File: config.mk
export PLATFORM = sky130hd
export DESIGN_NAME = bcd_clock_and_timer_counter
export DESIGN_NICKNAME = d
export VERILOG_FILES = /design/src/rtl/bcdc_pkg.sv /design/src/rtl/bcdc_set_step.sv /design/src/rtl/bcd_clock_and_timer_counter.sv
export SDC_FILE = /design/constraint.sdc
export NUM_CORES = 1
export LEC_CHECK = 0
export BUFFER_PORTS_ARGS = -buffer_cell sky130_fd_sc_hd__clkbuf_2
export CORE_MARGIN = 5
export CORE_UTILIZATION = 50
export CTS_BUF_LIST = sky130_fd_sc_hd__clkbuf_4
export CTS_CLUSTER_DIAMETER = 120
export DETAILED_ROUTE_END_ITERATION = 12
export HOLD_SLACK_MARGIN = 0.05
export PLACE_DENSITY = 0.69
export SETUP_SLACK_MARGIN = 0.02
export SYNTH_ARGS = -nofsm -noshare
export SYNTH_HDL_FRONTEND = slang
export SYNTH_SLANG_ARGS = --single-unit
File: constraint.sdc
create_clock -name clk -period 6.25 [get_ports clk]
set_clock_uncertainty 0.2 [all_clocks]
set_input_delay 0.3125 -clock clk [delete_from_list [all_inputs] [get_ports clk]]
set_output_delay 0.3125 -clock clk [all_outputs]
set_load 0.03 [all_outputs]
File: src/rtl/bcdc_pkg.sv
// ----------------------------------------------------------------------------
// bcdc_pkg
// Digit types, event codes and BCD carry/borrow helpers shared by the
// 24-hour clock and timer counter.
// ----------------------------------------------------------------------------
package bcdc_pkg;

  // six BCD digits of one HH:MM:SS set
  typedef struct packed {
    logic [1:0] ht;
    logic [3:0] hu;
    logic [2:0] mt;
    logic [3:0] mu;
    logic [2:0] st;
    logic [3:0] su;
  } digits_t;

  localparam int unsigned OP_W      = 4;
  localparam int unsigned TDATA_W   = 24;

  typedef logic [OP_W-1:0] op_t;

  // input event codes
  localparam op_t OP_CLK_SEC_UP = 4'd0;
  localparam op_t OP_CLK_MIN_UP = 4'd1;
  localparam op_t OP_CLK_HR_UP  = 4'd2;
  localparam op_t OP_CLK_MIN_DN = 4'd3;
  localparam op_t OP_CLK_HR_DN  = 4'd4;
  localparam op_t OP_CNT_SEC_UP = 4'd5;
  localparam op_t OP_CNT_SEC_DN = 4'd6;
  localparam op_t OP_CNT_MIN_DN = 4'd7;
  localparam op_t OP_CNT_HR_DN  = 4'd8;
  localparam op_t OP_CNT_LOAD   = 4'd9;
  localparam op_t OP_CLK_CLR    = 4'd10;
  localparam op_t OP_CNT_CLR    = 4'd11;

  // per-set action codes
  typedef logic [3:0] act_t;

  localparam act_t ACT_NONE   = 4'd0;
  localparam act_t ACT_SEC_UP = 4'd1;
  localparam act_t ACT_MIN_UP = 4'd2;
  localparam act_t ACT_HR_UP  = 4'd3;
  localparam act_t ACT_SEC_DN = 4'd4;
  localparam act_t ACT_MIN_DN = 4'd5;
  localparam act_t ACT_HR_DN  = 4'd6;
  localparam act_t ACT_LOAD   = 4'd7;
  localparam act_t ACT_CLR    = 4'd8;

  function automatic digits_t hr_up(digits_t d);
    digits_t r;
    r = d;
    if (d.hu < 4'd9 && d.ht < 2'd2) begin
      r.hu = d.hu + 4'd1;
    end else if (d.hu == 4'd9 && d.ht < 2'd2) begin
      r.hu = 4'd0;
      r.ht = d.ht + 2'd1;
    end else if (d.ht == 2'd2 && d.hu < 4'd3) begin
      r.hu = d.hu + 4'd1;
    end else begin
      // past 23 hours, or nonsense digits: whole set back to zero
      r = '0;
    end
    return r;
  endfunction

  function automatic digits_t min_up(digits_t d);
    digits_t r;
    r = d;
    if (d.mu < 4'd9) begin
      r.mu = d.mu + 4'd1;
    end else begin
      r.mu = 4'd0;
      if (d.mt < 3'd5) begin
        r.mt = d.mt + 3'd1;
      end else begin
        r.mt = 3'd0;
        r = hr_up(r);
      end
    end
    return r;
  endfunction

  function automatic digits_t sec_up(digits_t d);
    digits_t r;
    r = d;
    if (d.su < 4'd9) begin
      r.su = d.su + 4'd1;
    end else begin
      r.su = 4'd0;
      if (d.st < 3'd5) begin
        r.st = d.st + 3'd1;
      end else begin
        r.st = 3'd0;
        r = min_up(r);
      end
    end
    return r;
  endfunction

  function automatic digits_t hr_dn(digits_t d);
    digits_t r;
    r = d;
    if (d.hu != 4'd0) begin
      r.hu = d.hu - 4'd1;
    end else if (d.ht != 2'd0) begin
      r.hu = 4'd9;
      r.ht = d.ht - 2'd1;
    end else begin
      // below 00 hours wraps to 23
      r.ht = 2'd2;
      r.hu = 4'd3;
    end
    return r;
  endfunction

  function automatic digits_t min_dn(digits_t d);
    digits_t r;
    r = d;
    if (d.mu != 4'd0) begin
      r.mu = d.mu - 4'd1;
    end else begin
      r.mu = 4'd9;
      if (d.mt != 3'd0) begin
        r.mt = d.mt - 3'd1;
      end else begin
        r.mt = 3'd5;
        r = hr_dn(r);
      end
    end
    return r;
  endfunction

  function automatic digits_t sec_dn(digits_t d);
    digits_t r;
    r = d;
    if (d.su != 4'd0) begin
      r.su = d.su - 4'd1;
    end else begin
      r.su = 4'd9;
      if (d.st != 3'd0) begin
        r.st = d.st - 3'd1;
      end else begin
        r.st = 3'd5;
        r = min_dn(r);
      end
    end
    return r;
  endfunction

endpackage

File: src/rtl/bcdc_set_step.sv
// ----------------------------------------------------------------------------
// bcdc_set_step
// Next-value logic for one six-digit time set under one action.
// ----------------------------------------------------------------------------
module bcdc_set_step
  import bcdc_pkg::*;
(
  input  act_t    act,
  input  digits_t cur,
  input  digits_t load,
  output digits_t nxt
);

  always_comb begin
    unique case (act)
      ACT_SEC_UP: nxt = sec_up(cur);
      ACT_MIN_UP: nxt = min_up(cur);
      ACT_HR_UP:  nxt = hr_up(cur);
      ACT_SEC_DN: nxt = sec_dn(cur);
      ACT_MIN_DN: nxt = min_dn(cur);
      ACT_HR_DN:  nxt = hr_dn(cur);
      ACT_LOAD:   nxt = load;
      ACT_CLR:    nxt = '0;
      default:    nxt = cur;
    endcase
  end

endmodule

File: src/rtl/bcd_clock_and_timer_counter.sv
// ----------------------------------------------------------------------------
// bcd_clock_and_timer_counter
// Two 24-hour BCD HH:MM:SS sets (time of day and timer counter) stepped by
// events; each event returns the six digits of the set it touched.
// ----------------------------------------------------------------------------
//  channel | direction | tdata                         | tuser
//  --------+-----------+-------------------------------+------------------
//  in_     | slave     | armed flag and load digits    | op (event code)
//  out_    | master    | six digits of the touched set | shows_counter
//
//  A result passes an input register, then one pass of BCD carry/borrow logic
//  into the result register. One item per cycle is sustained while out_tready
//  is high; the time-set registers loop back through the step logic.
//  Reset clears both time sets and the valid flags; no clearing pass.
//  A stalled result holds the result register; the input register still takes
//  an item while it is empty, and in_tready follows out_tready otherwise.
// ----------------------------------------------------------------------------
module bcd_clock_and_timer_counter
  import bcdc_pkg::*;
(
  input  logic               clk,
  input  logic               rst_n,
  input  logic               in_tvalid,
  output logic               in_tready,
  // [0] timer_armed, [2:1] load_hour_tens, [6:3] load_hour_units,
  // [9:7] load_minute_tens, [13:10] load_minute_units,
  // [16:14] load_second_tens, [20:17] load_second_units, [23:21] zero
  input  logic [TDATA_W-1:0] in_tdata,
  // [3:0] op
  input  logic [OP_W-1:0]    in_tuser,
  output logic               out_tvalid,
  input  logic               out_tready,
  // [1:0] hour_tens, [5:2] hour_units, [8:6] minute_tens,
  // [12:9] minute_units, [15:13] second_tens, [19:16] second_units,
  // [23:20] zero
  output logic [TDATA_W-1:0] out_tdata,
  // [0] shows_counter
  output logic [0:0]         out_tuser
);

  // input register
  logic    in_valid_r;
  op_t     in_op_r;
  logic    in_armed_r;
  digits_t in_load_r;

  // time sets
  digits_t clock_r,   clock_nxt;
  digits_t counter_r, counter_nxt;

  // result register
  logic    out_valid_r;
  logic    out_sel_r;
  digits_t out_digits_r;

  logic    adv;
  act_t    clk_act;
  act_t    cnt_act;
  logic    sel;
  digits_t load_in;

  assign adv       = in_valid_r && (!out_valid_r || out_tready);
  assign in_tready = !in_valid_r || adv;

  assign load_in.ht = in_tdata[2:1];
  assign load_in.hu = in_tdata[6:3];
  assign load_in.mt = in_tdata[9:7];
  assign load_in.mu = in_tdata[13:10];
  assign load_in.st = in_tdata[16:14];
  assign load_in.su = in_tdata[20:17];

  always_ff @(posedge clk) begin
    if (!rst_n) begin
      in_valid_r <= 1'b0;
    end else if (in_tready) begin
      in_valid_r <= in_tvalid;
    end
  end

  always_ff @(posedge clk) begin
    if (in_tready && in_tvalid) begin
      in_op_r    <= in_tuser;
      in_armed_r <= in_tdata[0];
      in_load_r  <= load_in;
    end
  end

  // event decode into one action per set
  always_comb begin
    clk_act = ACT_NONE;
    cnt_act = ACT_NONE;
    sel     = 1'b0;
    unique case (in_op_r)
      OP_CLK_SEC_UP: clk_act = ACT_SEC_UP;
      OP_CLK_MIN_UP: clk_act = ACT_MIN_UP;
      OP_CLK_HR_UP:  clk_act = ACT_HR_UP;
      OP_CLK_MIN_DN: clk_act = ACT_MIN_DN;
      OP_CLK_HR_DN:  clk_act = ACT_HR_DN;
      OP_CLK_CLR:    clk_act = ACT_CLR;
      OP_CNT_SEC_UP: begin
        cnt_act = ACT_SEC_UP;
        sel     = 1'b1;
      end
      OP_CNT_SEC_DN: begin
        // seconds only count down while the timer is armed
        cnt_act = in_armed_r ? ACT_SEC_DN : ACT_NONE;
        sel     = 1'b1;
      end
      OP_CNT_MIN_DN: begin
        cnt_act = ACT_MIN_DN;
        sel     = 1'b1;
      end
      OP_CNT_HR_DN: begin
        cnt_act = ACT_HR_DN;
        sel     = 1'b1;
      end
      OP_CNT_LOAD: begin
        cnt_act = ACT_LOAD;
        sel     = 1'b1;
      end
      OP_CNT_CLR: begin
        cnt_act = ACT_CLR;
        sel     = 1'b1;
      end
      default: begin
        // unused codes leave both sets alone and show the clock
        clk_act = ACT_NONE;
        cnt_act = ACT_NONE;
        sel     = 1'b0;
      end
    endcase
  end

  bcdc_set_step u_clock_step (
    .act  (clk_act),
    .cur  (clock_r),
    .load (in_load_r),
    .nxt  (clock_nxt)
  );

  bcdc_set_step u_counter_step (
    .act  (cnt_act),
    .cur  (counter_r),
    .load (in_load_r),
    .nxt  (counter_nxt)
  );

  always_ff @(posedge clk) begin
    if (!rst_n) begin
      clock_r   <= '0;
      counter_r <= '0;
    end else if (adv) begin
      clock_r   <= clock_nxt;
      counter_r <= counter_nxt;
    end
  end

  always_ff @(posedge clk) begin
    if (!rst_n) begin
      out_valid_r <= 1'b0;
    end else if (adv) begin
      out_valid_r <= 1'b1;
    end else if (out_tready) begin
      out_valid_r <= 1'b0;
    end
  end

  always_ff @(posedge clk) begin
    if (adv) begin
      out_sel_r    <= sel;
      out_digits_r <= sel ? counter_nxt : clock_nxt;
    end
  end

  assign out_tvalid   = out_valid_r;
  assign out_tuser[0] = out_sel_r;
  assign out_tdata    = {4'd0,
                         out_digits_r.su, out_digits_r.st,
                         out_digits_r.mu, out_digits_r.mt,
                         out_digits_r.hu, out_digits_r.ht};

  // the clock set only ever holds legal time digits
  assert property (@(posedge clk) disable iff (!rst_n)
    clock_r.ht <= 2'd2 && clock_r.hu <= 4'd9 && clock_r.mt <= 3'd5 &&
    clock_r.mu <= 4'd9 && clock_r.st <= 3'd5 && clock_r.su <= 4'd9 &&
    !(clock_r.ht == 2'd2 && clock_r.hu > 4'd3))
    else $error("clock set holds an illegal digit");

  // an empty result register never holds off the input side
  assert property (@(posedge clk) disable iff (!rst_n)
    !out_valid_r |-> in_tready)
    else $error("input stalled with empty result register");

  // a clear of the clock leaves it at zero
  assert property (@(posedge clk) disable iff (!rst_n)
    (adv && in_op_r == OP_CLK_CLR) |=> clock_r == '0)
    else $error("clock not cleared");

  // a load puts the requested digits into the counter
  assert property (@(posedge clk) disable iff (!rst_n)
    (adv && in_op_r == OP_CNT_LOAD) |=> counter_r == $past(in_load_r))
    else $error("counter load mismatch");

endmodule
# ---- Word-level counts from Yosys, hierarchy flattened
# Index checks and enable logic that the tools add are counted.
dict set report totals {
  reg_bits 88
  latchBits 0
  mem_bits_rw 0
  romBits 0
  inputBits 32
  output_inout_bits 27
  word_cells 204
  n_memories 0
}
dict set report op_classes {
  n_addsub 24
  mul 0
  div 0
  magnitude_cmp 14
  eq_ne 31
  shift 0
  muxes 79
  bitwise 0
  reduce_logical 27
}
# operator n
set ops {}
lappend ops {{$pmux W20 S8} 2}
lappend ops {{$mux W14} 10}
lappend ops {{$mux W16} 4}
lappend ops {{$mux W4} 16}
lappend ops {{$mux W9} 6}
lappend ops {{$mux W13} 4}
lappend ops {{$eq A4 B3 Y1 const B} 12}
lappend ops {{$mux W6} 8}
lappend ops {{$pmux W4 S6} 2}
lappend ops {{$mux W3} 11}
lappend ops {{$eq A4 B4 Y1 const B} 8}
lappend ops {{$mux W7} 4}
lappend ops {{$add A4 B1 Y4 const B} 6}
lappend ops {{$eq A4 B2 Y1 const B} 6}
lappend ops {{$lt A4 B4 Y1 const B} 6}
lappend ops {{$reduce_bool A4 Y1} 6}
lappend ops {{$sub A4 B1 Y4 const B} 6}
lappend ops {{$mux W11} 2}
lappend ops {{$mux W20} 1}
lappend ops {{$add A3 B1 Y3 const B} 4}
lappend ops {{$eq A4 B1 Y1 const B} 3}
lappend ops {{$lt A3 B3 Y1 const B} 4}
lappend ops {{$mux W2} 6}
lappend ops {{$reduce_bool A3 Y1} 4}
lappend ops {{other kinds (13)} 34}

# ---- Depth between registers and ports, before layout
# Gate-level depths: netlist of the first run.
dict set report depth {
  ltp_word 11
  ltp_mapped 11
  mapped_depth_nobuf 9
}

# ---- By module
# Synthesis of the first run repeated with hierarchy kept, for this count alone.
dict set report hier_totals {
  cells_unflattened 972
  area_unflattened_um2 8018.9
}
# mod n_inst cells_per_inst area_each_um2 seq_area_each_um2
set modules_own_cells {}
lappend modules_own_cells {bcd_clock_and_timer_counter 1 390 4355.4 2222.1}
lappend modules_own_cells {{bcdc_set_step at u_counter_step} 1 312 1905.6 0.0}
lappend modules_own_cells {{bcdc_set_step at u_clock_step} 1 270 1757.9 0.0}

# ---- Worst setup path after synthesis of the first run
# No wires, ideal clock.
dict set report synth_timing {
  path_type {register to register}
  startpoint {register counter_r[11] (netlist bit)}
  endpoint {register out_digits_r (netlist bit out_tdata[4]), data pin}
  setup_ns 0.271
  arrival_time_ns 2.145
  t_required_ns 5.779
  path_slack_ns 3.633
  path_stages_with_launch 11
  synth_period_minus_slack_ns 2.617
  cell_sequence {dfxtp_1 clkbuf_1 inv_1 ha_1 ha_1 nand4bb_1 clkbuf_1 a21oi_1 o221a_2 a2111oi_2 mux2i_1}
}
dict set report synth_between {
  elab_chain_cells 7
  elab_cells_between_ends 13
  classes_between {order compare: 1; mux: 11; reduce/logical: 1}
}
# element line
set synth_lines {}
lappend synth_lines {{start: declaration} bcd_clock_and_timer_counter.sv:49} ;# digits_t counter_r, counter_nxt;
lappend synth_lines {{start signal: assignment} bcd_clock_and_timer_counter.sv:154} ;# counter_r <= counter_nxt;
lappend synth_lines {{$lt A3 B3 Y1 or $reduce_bool A3 Y1 (tied branches)} {bcdc_pkg.sv:74, bcdc_pkg.sv:124}}
lappend synth_lines {{$mux W6 (on tied branches)} {bcdc_pkg.sv:74, bcdc_pkg.sv:124}}
lappend synth_lines {{$mux W9 (on tied branches)} {bcdc_pkg.sv:70, bcdc_pkg.sv:120}}
lappend synth_lines {{$mux W13 (on tied branches)} {bcdc_pkg.sv:91, bcdc_pkg.sv:141}}
lappend synth_lines {{$mux W16 (on tied branches)} {bcdc_pkg.sv:87, bcdc_pkg.sv:137}}
lappend synth_lines {{$pmux W20 S8 *} bcdc_set_step.sv:15} ;# unique case (act)
lappend synth_lines {{$mux W20 *} bcd_clock_and_timer_counter.sv:171} ;# out_digits_r <= sel ? counter_nxt : clock_nxt;
lappend synth_lines {{end signal: assignment} bcd_clock_and_timer_counter.sv:171}
lappend synth_lines {{end: declaration} bcd_clock_and_timer_counter.sv:54} ;# digits_t out_digits_r;
# Mark *: on every way between the ends. The rest lies on a longest branch, timed or not.
# A chain may end at the register's enable or synchronous reset.

# ---- Final worst setup path of the first run
dict set report layout_timing {
  startpoint {register in_op_r[2]}
  endpoint {register out_digits_r (netlist bit out_tdata[10]), data pin}
}
dict set report layout_between {
  elab_chain_cells 5
  elab_cells_between_ends 35
  classes_between {eq/ne: 27; mux: 6; reduce/logical: 2}
}
# element line
set layout_lines {}
lappend layout_lines {{start: declaration} bcd_clock_and_timer_counter.sv:43} ;# op_t in_op_r;
lappend layout_lines {{start signal: assignment} bcd_clock_and_timer_counter.sv:82} ;# in_op_r <= in_tuser;
lappend layout_lines {{$eq A4 B4 Y1, or another cell as far along} bcd_clock_and_timer_counter.sv:93} ;# unique case (in_op_r)
lappend layout_lines {{$pmux W4 S6} bcd_clock_and_timer_counter.sv:93}
lappend layout_lines {{$eq A4 B4 Y1, or another cell as far along} bcdc_set_step.sv:15}
lappend layout_lines {{$pmux W20 S8} bcdc_set_step.sv:15}
lappend layout_lines {{$mux W20 *} bcd_clock_and_timer_counter.sv:171}
# Marked as above.

==> results of run 1 <==
==> kinds of logic after synthesis <==
group | Yosys count
adder cells (fa/ha/maj) | 31
AND/OR/NAND/NOR | 223
AO/OA/AOI/OAI | 265
multiplexers | 16
buffers and inverters | 93
other | 1
XOR/XNOR | 3
flip-flops | 88
==> metal layers <==
layer	share of wire, %	global-route usage (%)	vias up
met3	6.7	3.25	31
met1	44	31.3	2763
met2	47	36.6	244
li1	-	-	2803
met4	1.8	8.30	0
met5	0	0	-
==> registers in the layout, summed over array words and instances (netlist names) <==
register	flops
in_load_r	20
in_armed_r	1
counter_r	20
clock_r	20
out_tvalid	1
in_op_r	4
in_valid_r	1
out_tuser	1
out_tdata	20
==> worst register-to-register path, stage by stage (launching register included) <==
cell and delay, ps:
edfxtp_1 710, or2_1 480, o31ai_4 130, a21o_1 660, inv_2 350, a211oi_1 340, a21oi_1 90
==> power by group <==
part	total (uW)	switching [uW]	internal (uW)
Sequential	685	41.9	643
Clock	322	233	89.5
Combinational	319	198	121
==> final timing paths <==
kind,cells after the start,slack [ps],to
max reg2reg,6,3050,out_tdata[10]
min reg2reg,2,360,out_tvalid
max,6,3050,out_tdata[10]
min,3,210,clock_r[11]
==> stage by stage <==
| stage | instance area, um^2 | power [uW] | hold WS, ps | utilization (%) | setup WS, ps |
|---|---|---|---|---|---|
| final | 7010 | 1330 | 207 | 55.5 | 3050 |
| after global routing | 7010 | 1390 | 213 | 55.5 | 2850 |
| after CTS | 7010 | 1330 | 192 | 55.5 | 3050 |
| after detailed placement | 6600 | 995 | 291 | 52.3 | 3070 |
| after global placement | 6600 | 989 | 290 | 52.3 | 3100 |
| after floorplan | 6430 | 927 | 211 | - | 3630 |
==> cells in the final DEF (no fill, tap or decap), types with 12 or more instances in the layout <==
cell | Yosys | layout
clkbuf_2 | 2 | 51
nor2_1 | 36 | 36
edfxtp_1 | 46 | 46
nand2_1 | 46 | 46
nor2b_1 | 12 | 12
ha_1 | 31 | 31
a211oi_1 | 18 | 18
o21ai_0 | 65 | 65
nand3_1 | 20 | 20
nor3_1 | 22 | 22
dfxtp_1 | 42 | 42
dlygate4sd3_1 | 0 | 28
mux2i_1 | 12 | 12
inv_1 | 37 | 36
a21oi_1 | 66 | 66
==> repair_timing <==
| action | in CTS | in global routing |
|---|---|---|
| setup buffers | 0 | 0 |
| resized for setup | 0 | 0 |
| hold buffers | 28 | 0 |
| endpoints found under the hold margin | 27 | 0 |
==> area by class of cell <==
| type | instances | area (um^2) |
|---|---|---|
| Fill cell | 1162 | 5610 |
| Inverter | 39 | 146 |
| Clock buffer | 9 | 67.6 |
| Sequential cell | 88 | 2220 |
| Multi-Input combinational cell | 542 | 3740 |
| Clock inverter | 7 | 58.8 |
| Tap cell | 172 | 215 |
| Timing Repair Buffer | 82 | 558 |
| Antenna cell | 1 | 2.50 |
==> impl_metrics.csv, run 1 <==
group,metric,value,unit
floorplanning,core.rowCount,41,
global_route,grt_use_total,22.8,%
timing,fin_crit_sh,51.2,%
worst_setup_path,crit_required,6270,ps
logic_synthesis,ys_seq_area_share,34.6,%
timing,final-hold-violation-count,0,
timing,rsz0062_at_grt,"no",
layout,final_nets,825,
logic_synthesis,async_flop_share,0,%
logic_synthesis,synth_xor_area_share,0.410,%
worst_setup_path,reg2reg_from,"in_op_r[2]",
timing,setup_viol,0,
worst_setup_path,cp_max_fo,19,
logic_synthesis,yosys.cell_count.top_type,"a21oi_1",
outcome,run_status,"finished clean",
placement,dp.cells,895,
global_route,antenna_found_initial,1,
logic_synthesis,ys_seq_elements,88,
timing,slew_headroom,29.2,%
clocking,cts_root_buf,"clkbuf_4",
logic_synthesis,muxShareOfSynthArea,2.57,%
placement,io_buffers,51,
global_route,overflow,0,
power_and_ir_drop,p_leak,0.00255,uW
placement,gp_congestion,0.905,
worst_setup_path,end_kind,"register",
hold_path,min_from,"rst_n",
worst_setup_path,cp-start-kind,"register",
logic_synthesis,synth-edff-count,46,
power_and_ir_drop,peakVddDrop,0.146,mV
power_and_ir_drop,power.density,189,nW/um^2
floorplanning,dieHeight,123,um
layout,syn2layout_area_growth,9.25,%
floorplanning,core-area,12600,um^2
clocking,tritoncts,"built",
route,drtPass1Iterations,7,
timing,finalSetupTns,0,ps
logic_synthesis,yosys.area.top_type_share,21.5,%
job,cap_violations,0,
route,remaining_drc_errors,0,
logic_synthesis,synth.area.top_cells,"edfxtp_1, dfxtp_1, ha_1",
logic_synthesis,postSynthAreaPerCell,8.91,um^2
timing,max_slew.worst_pin.slew,1060,ps
clocking,clkSlewWorstSetupHoldPaths,170,ps
route,antenna_left,0,
route,wl_per_cell,18.3,um
clocking,h-tree-depth,3,
floorplanning,initial_core_util,50.8,%
worst_setup_path,crit_slowest_cell,"edfxtp_1",
worst_setup_path,critPathBufInv,1,
placement,dp_hpwl,11900,um
logic_synthesis,synth-simple-area-share,20.7,%
timing,min_period,3200,ps
clocking,clock-sinks,88,
logic_synthesis,synth_flop_cell,"edfxtp_1",
global_route,grt_pass1_vias,5508,
logic_synthesis,synth_top_family_by_area,"compound AO/OA/AOI/OAI gates",
route,wl,17200,um
logic_synthesis,synth_area,6410,um^2
worst_setup_path,path_class,"register to register",
logic_synthesis,synth_compound_area_share,28.3,%
clocking,numCtsBuffers,9,
logic_synthesis,synthTopCellsByCount,"a21oi_1, o21ai_0, edfxtp_1, nand2_1, dfxtp_1",
worst_setup_path,arrival,3220,ps
timing,clock.fmax,313,MHz
logic_synthesis,synth_largest_area_cell,"edfxtp_1",
worst_setup_path,crit_family,"compound AO/OA/AOI/OAI gates",
hold_path,hp-class,"input port to register",
floorplanning,die_w,123,um
floorplanning,dieArea,15200,um^2
worst_setup_path,worstSetupStartpoint,"in_op_r[2]",
layout,fin_cells,940,
global_route,grt_pass1_wl,27600,um
route,via_count,5841,
logic_synthesis,ys_warn_count,0,
logic_synthesis,syn_inst,720,
logic_synthesis,yosys.area_share.adder,6.05,%
timing,drv_slew,0,
clocking,clock_latency,490,ps
global_route,grt_max_degree,67,
logic_synthesis,synthDistinctLibCells,106,
worst_setup_path,worstPathCellList,"or2_1 > o31ai_4 > a21o_1 > inv_2 > a211oi_1 > a21oi_1",
route,avgViaCountPerCell,6.21,
worst_setup_path,slowest_delay,710,ps
layout,drive_above_1_share,16.0,%
clocking,clk_path_buf_depth,2,
route,first_iter_violations,674,
floorplanning,ios,59,
No activity file was read; power rests on OpenSTA's default activity.
==> inputs of run 2 (changes only) <==
Clock period 6.25 ns to 3.04 ns, I/O delays scaled along.
==> run 2 against run 1 <==
Register-to-register slack got worse by 2900 ps. Flip-flop and latch count unchanged. Sequential share of layout area decreased by 1.1 points. Critical path type unchanged. Critical endpoint is now out_tdata[9].
==> impl_metrics.csv, run 2 (synthesis gave the netlist of run 1 again) <==
group,metric,value,unit
outcome,run_status,"finished clean",
worst_setup_path,ff2ff_path_depth,9,
hold_path,hold_depth,2,
clocking,h-tree-depth,3,
clocking,numCtsBuffers,9,
floorplanning,core-area,12600,um^2
timing,setup_viol,0,
layout,syn2layout_area_growth,13.3,%
hold_path,hp-class,"input port to register",
global_route,antenna_found_initial,1,
job,cap_violations,0,
clocking,cts_root_buf,"clkbuf_4",
route,drtPass1Iterations,5,
floorplanning,ios,59,
worst_setup_path,path_class,"register to register",
clocking,tritoncts,"built",
timing,slew_headroom,30.1,%
timing,clock.fmax,346,MHz
clocking,ctsHoldBuffers,29,
timing,min_period,2890,ps
global_route,grt_pass1_vias,5530,
route,via_count,5917,
floorplanning,dieArea,15200,um^2
worst_setup_path,r2r_slack,150,ps
power_and_ir_drop,p_leak,0.00271,uW
clocking,clkSlewWorstSetupHoldPaths,140,ps
route,remaining_drc_errors,0,
global_route,grt_max_degree,52,
worst_setup_path,reg2reg_from,"counter_r[4]",
route,first_iter_violations,643,
placement,dp_hpwl,12600,um
power_and_ir_drop,power_frac_clock,24.8,%
power_and_ir_drop,seqPwrFrac,49.6,%
power_and_ir_drop,p_int,1880,uW
floorplanning,die_w,123,um
timing,hold_ws,197,ps
worst_setup_path,arrival,2890,ps
timing,drv_slew,0,
route,avgViaCountPerCell,6.09,
placement,gp_congestion,0.977,
clocking,clk_path_buf_depth,2,
layout,layout_commonest_cell,"a21oi_1",
power_and_ir_drop,power_frac_comb,25.6,%
route,wl_per_cell,17.8,um
power_and_ir_drop,power.density,386,nW/um^2
global_route,grt_pass1_wl,28200,um
floorplanning,initial_core_util,50.8,%
route,wl_met1,7620,um
timing,finalSetupTns,0,ps
power_and_ir_drop,p_sw,926,uW
layout,final_cell_mix,"a21oi_1, o21ai_0, clkbuf_2",
floorplanning,core.rowCount,41,
worst_setup_path,crit_required,3040,ps
route,antenna_left,0,
power_and_ir_drop,switching_share,33.0,%
route,wl,17300,um
power_and_ir_drop,peakVddDrop,0.314,mV
floorplanning,dieHeight,123,um
timing,final-hold-violation-count,0,
hold_path,min_from,"in_tdata[13]",
global_route,grt_use_total,23.6,%
worst_setup_path,r2r_end,"out_tdata[9]",
clocking,clock-sinks,88,
clocking,clock_latency,470,ps
route,top_layer_used,"met4",
worst_setup_path,cp-start-kind,"register",
placement,io_buffers,51,
worst_setup_path,end_kind,"register",
worst_setup_path,cp_max_fo,8,
timing,max_slew.worst_pin.slew,1050,ps
clocking,cts_setup_buffers,0,
hold_path,whs_endpoint,"in_load_r[10]",
timing,fin_crit_sh,95.1,%
layout,final_nets,855,
layout,drive_above_1_share,19.1,%
timing,rsz0062_at_grt,"no",
route,wl_met2,7880,um
route,dr_wl_met3,1150,um
clocking,cts_resized,0,
global_route,overflow,0,
==> run 2: critical path: stages, from the launching register on <==
cell	delay (ps)
dfxtp_1	440
inv_1	120
ha_1	250
ha_1	220
nand4bb_1	130
buf_4	180
o21ai_1	130
or3_1	370
a222oi_1	480
mux2i_1	120
==> run 2: per-stage QoR <==
| step | cells | utilization [%] | power (uW) | setup WS [ps] | instance area (um^2) |
|---|---|---|---|---|---|
| after global routing | 971 | 57.6 | 2950 | 40.1 | 7270 |
| after detailed placement | 924 | 54.1 | 2090 | 231 | 6830 |
| after floorplan | 723 | - | 1910 | 423 | 6430 |
| final | 971 | 57.6 | 2810 | 148 | 7270 |
| after global placement | 924 | 54.1 | 2080 | 303 | 6830 |
| after CTS | 969 | 57.5 | 2820 | 217 | 7260 |
==> run 2: area by class of cell <==
| type | count | area, um^2 |
|---|---|---|
| Antenna cell | 2 | 5.00 |
| Clock buffer | 11 | 82.6 |
| Clock inverter | 5 | 60.1 |
| Fill cell | 1157 | 5350 |
| Inverter | 39 | 146 |
| Multi-Input combinational cell | 542 | 3740 |
| Sequential cell | 88 | 2220 |
| Tap cell | 172 | 215 |
| Timing Repair Buffer | 112 | 798 |
==> run 2: worst max-delay path by stage <==
| stage | to | startpoint | cells past startpoint | slack, ps |
|---|---|---|---|---|
| final | out_tdata[9] | counter_r[4] | 9 | 150 |
| after global routing | out_tdata[9] | counter_r[4] | 9 | 40 |
| after CTS | out_tdata[9] | counter_r[4] | 9 | 220 |
| after detailed placement | out_tdata[9] | counter_r[4] | 9 | 230 |
| after global placement | out_tdata[9] | counter_r[4] | 9 | 300 |
| after floorplan | out_tdata[4] | counter_r[11] | 10 | 420 |
==> run 2: metal layers <==
metal | GRT usage, % | vias to the layer above
li1 | - | 2858
met1 | 32.3 | 2786
met2 | 36.7 | 234
met3 | 3.16 | 39
met4 | 11.5 | 0
met5 | 0 | -
==> run 2: power by group through the flow <==
stage | clock network [uW] | logic, uW | registers, uW
detailed placement | 0 | 677 | 1420
global placement | 0 | 664 | 1410
CTS | 721 | 709 | 1390
finish | 694 | 718 | 1390
global route | 766 | 786 | 1400
floorplan | 0 | 491 | 1410
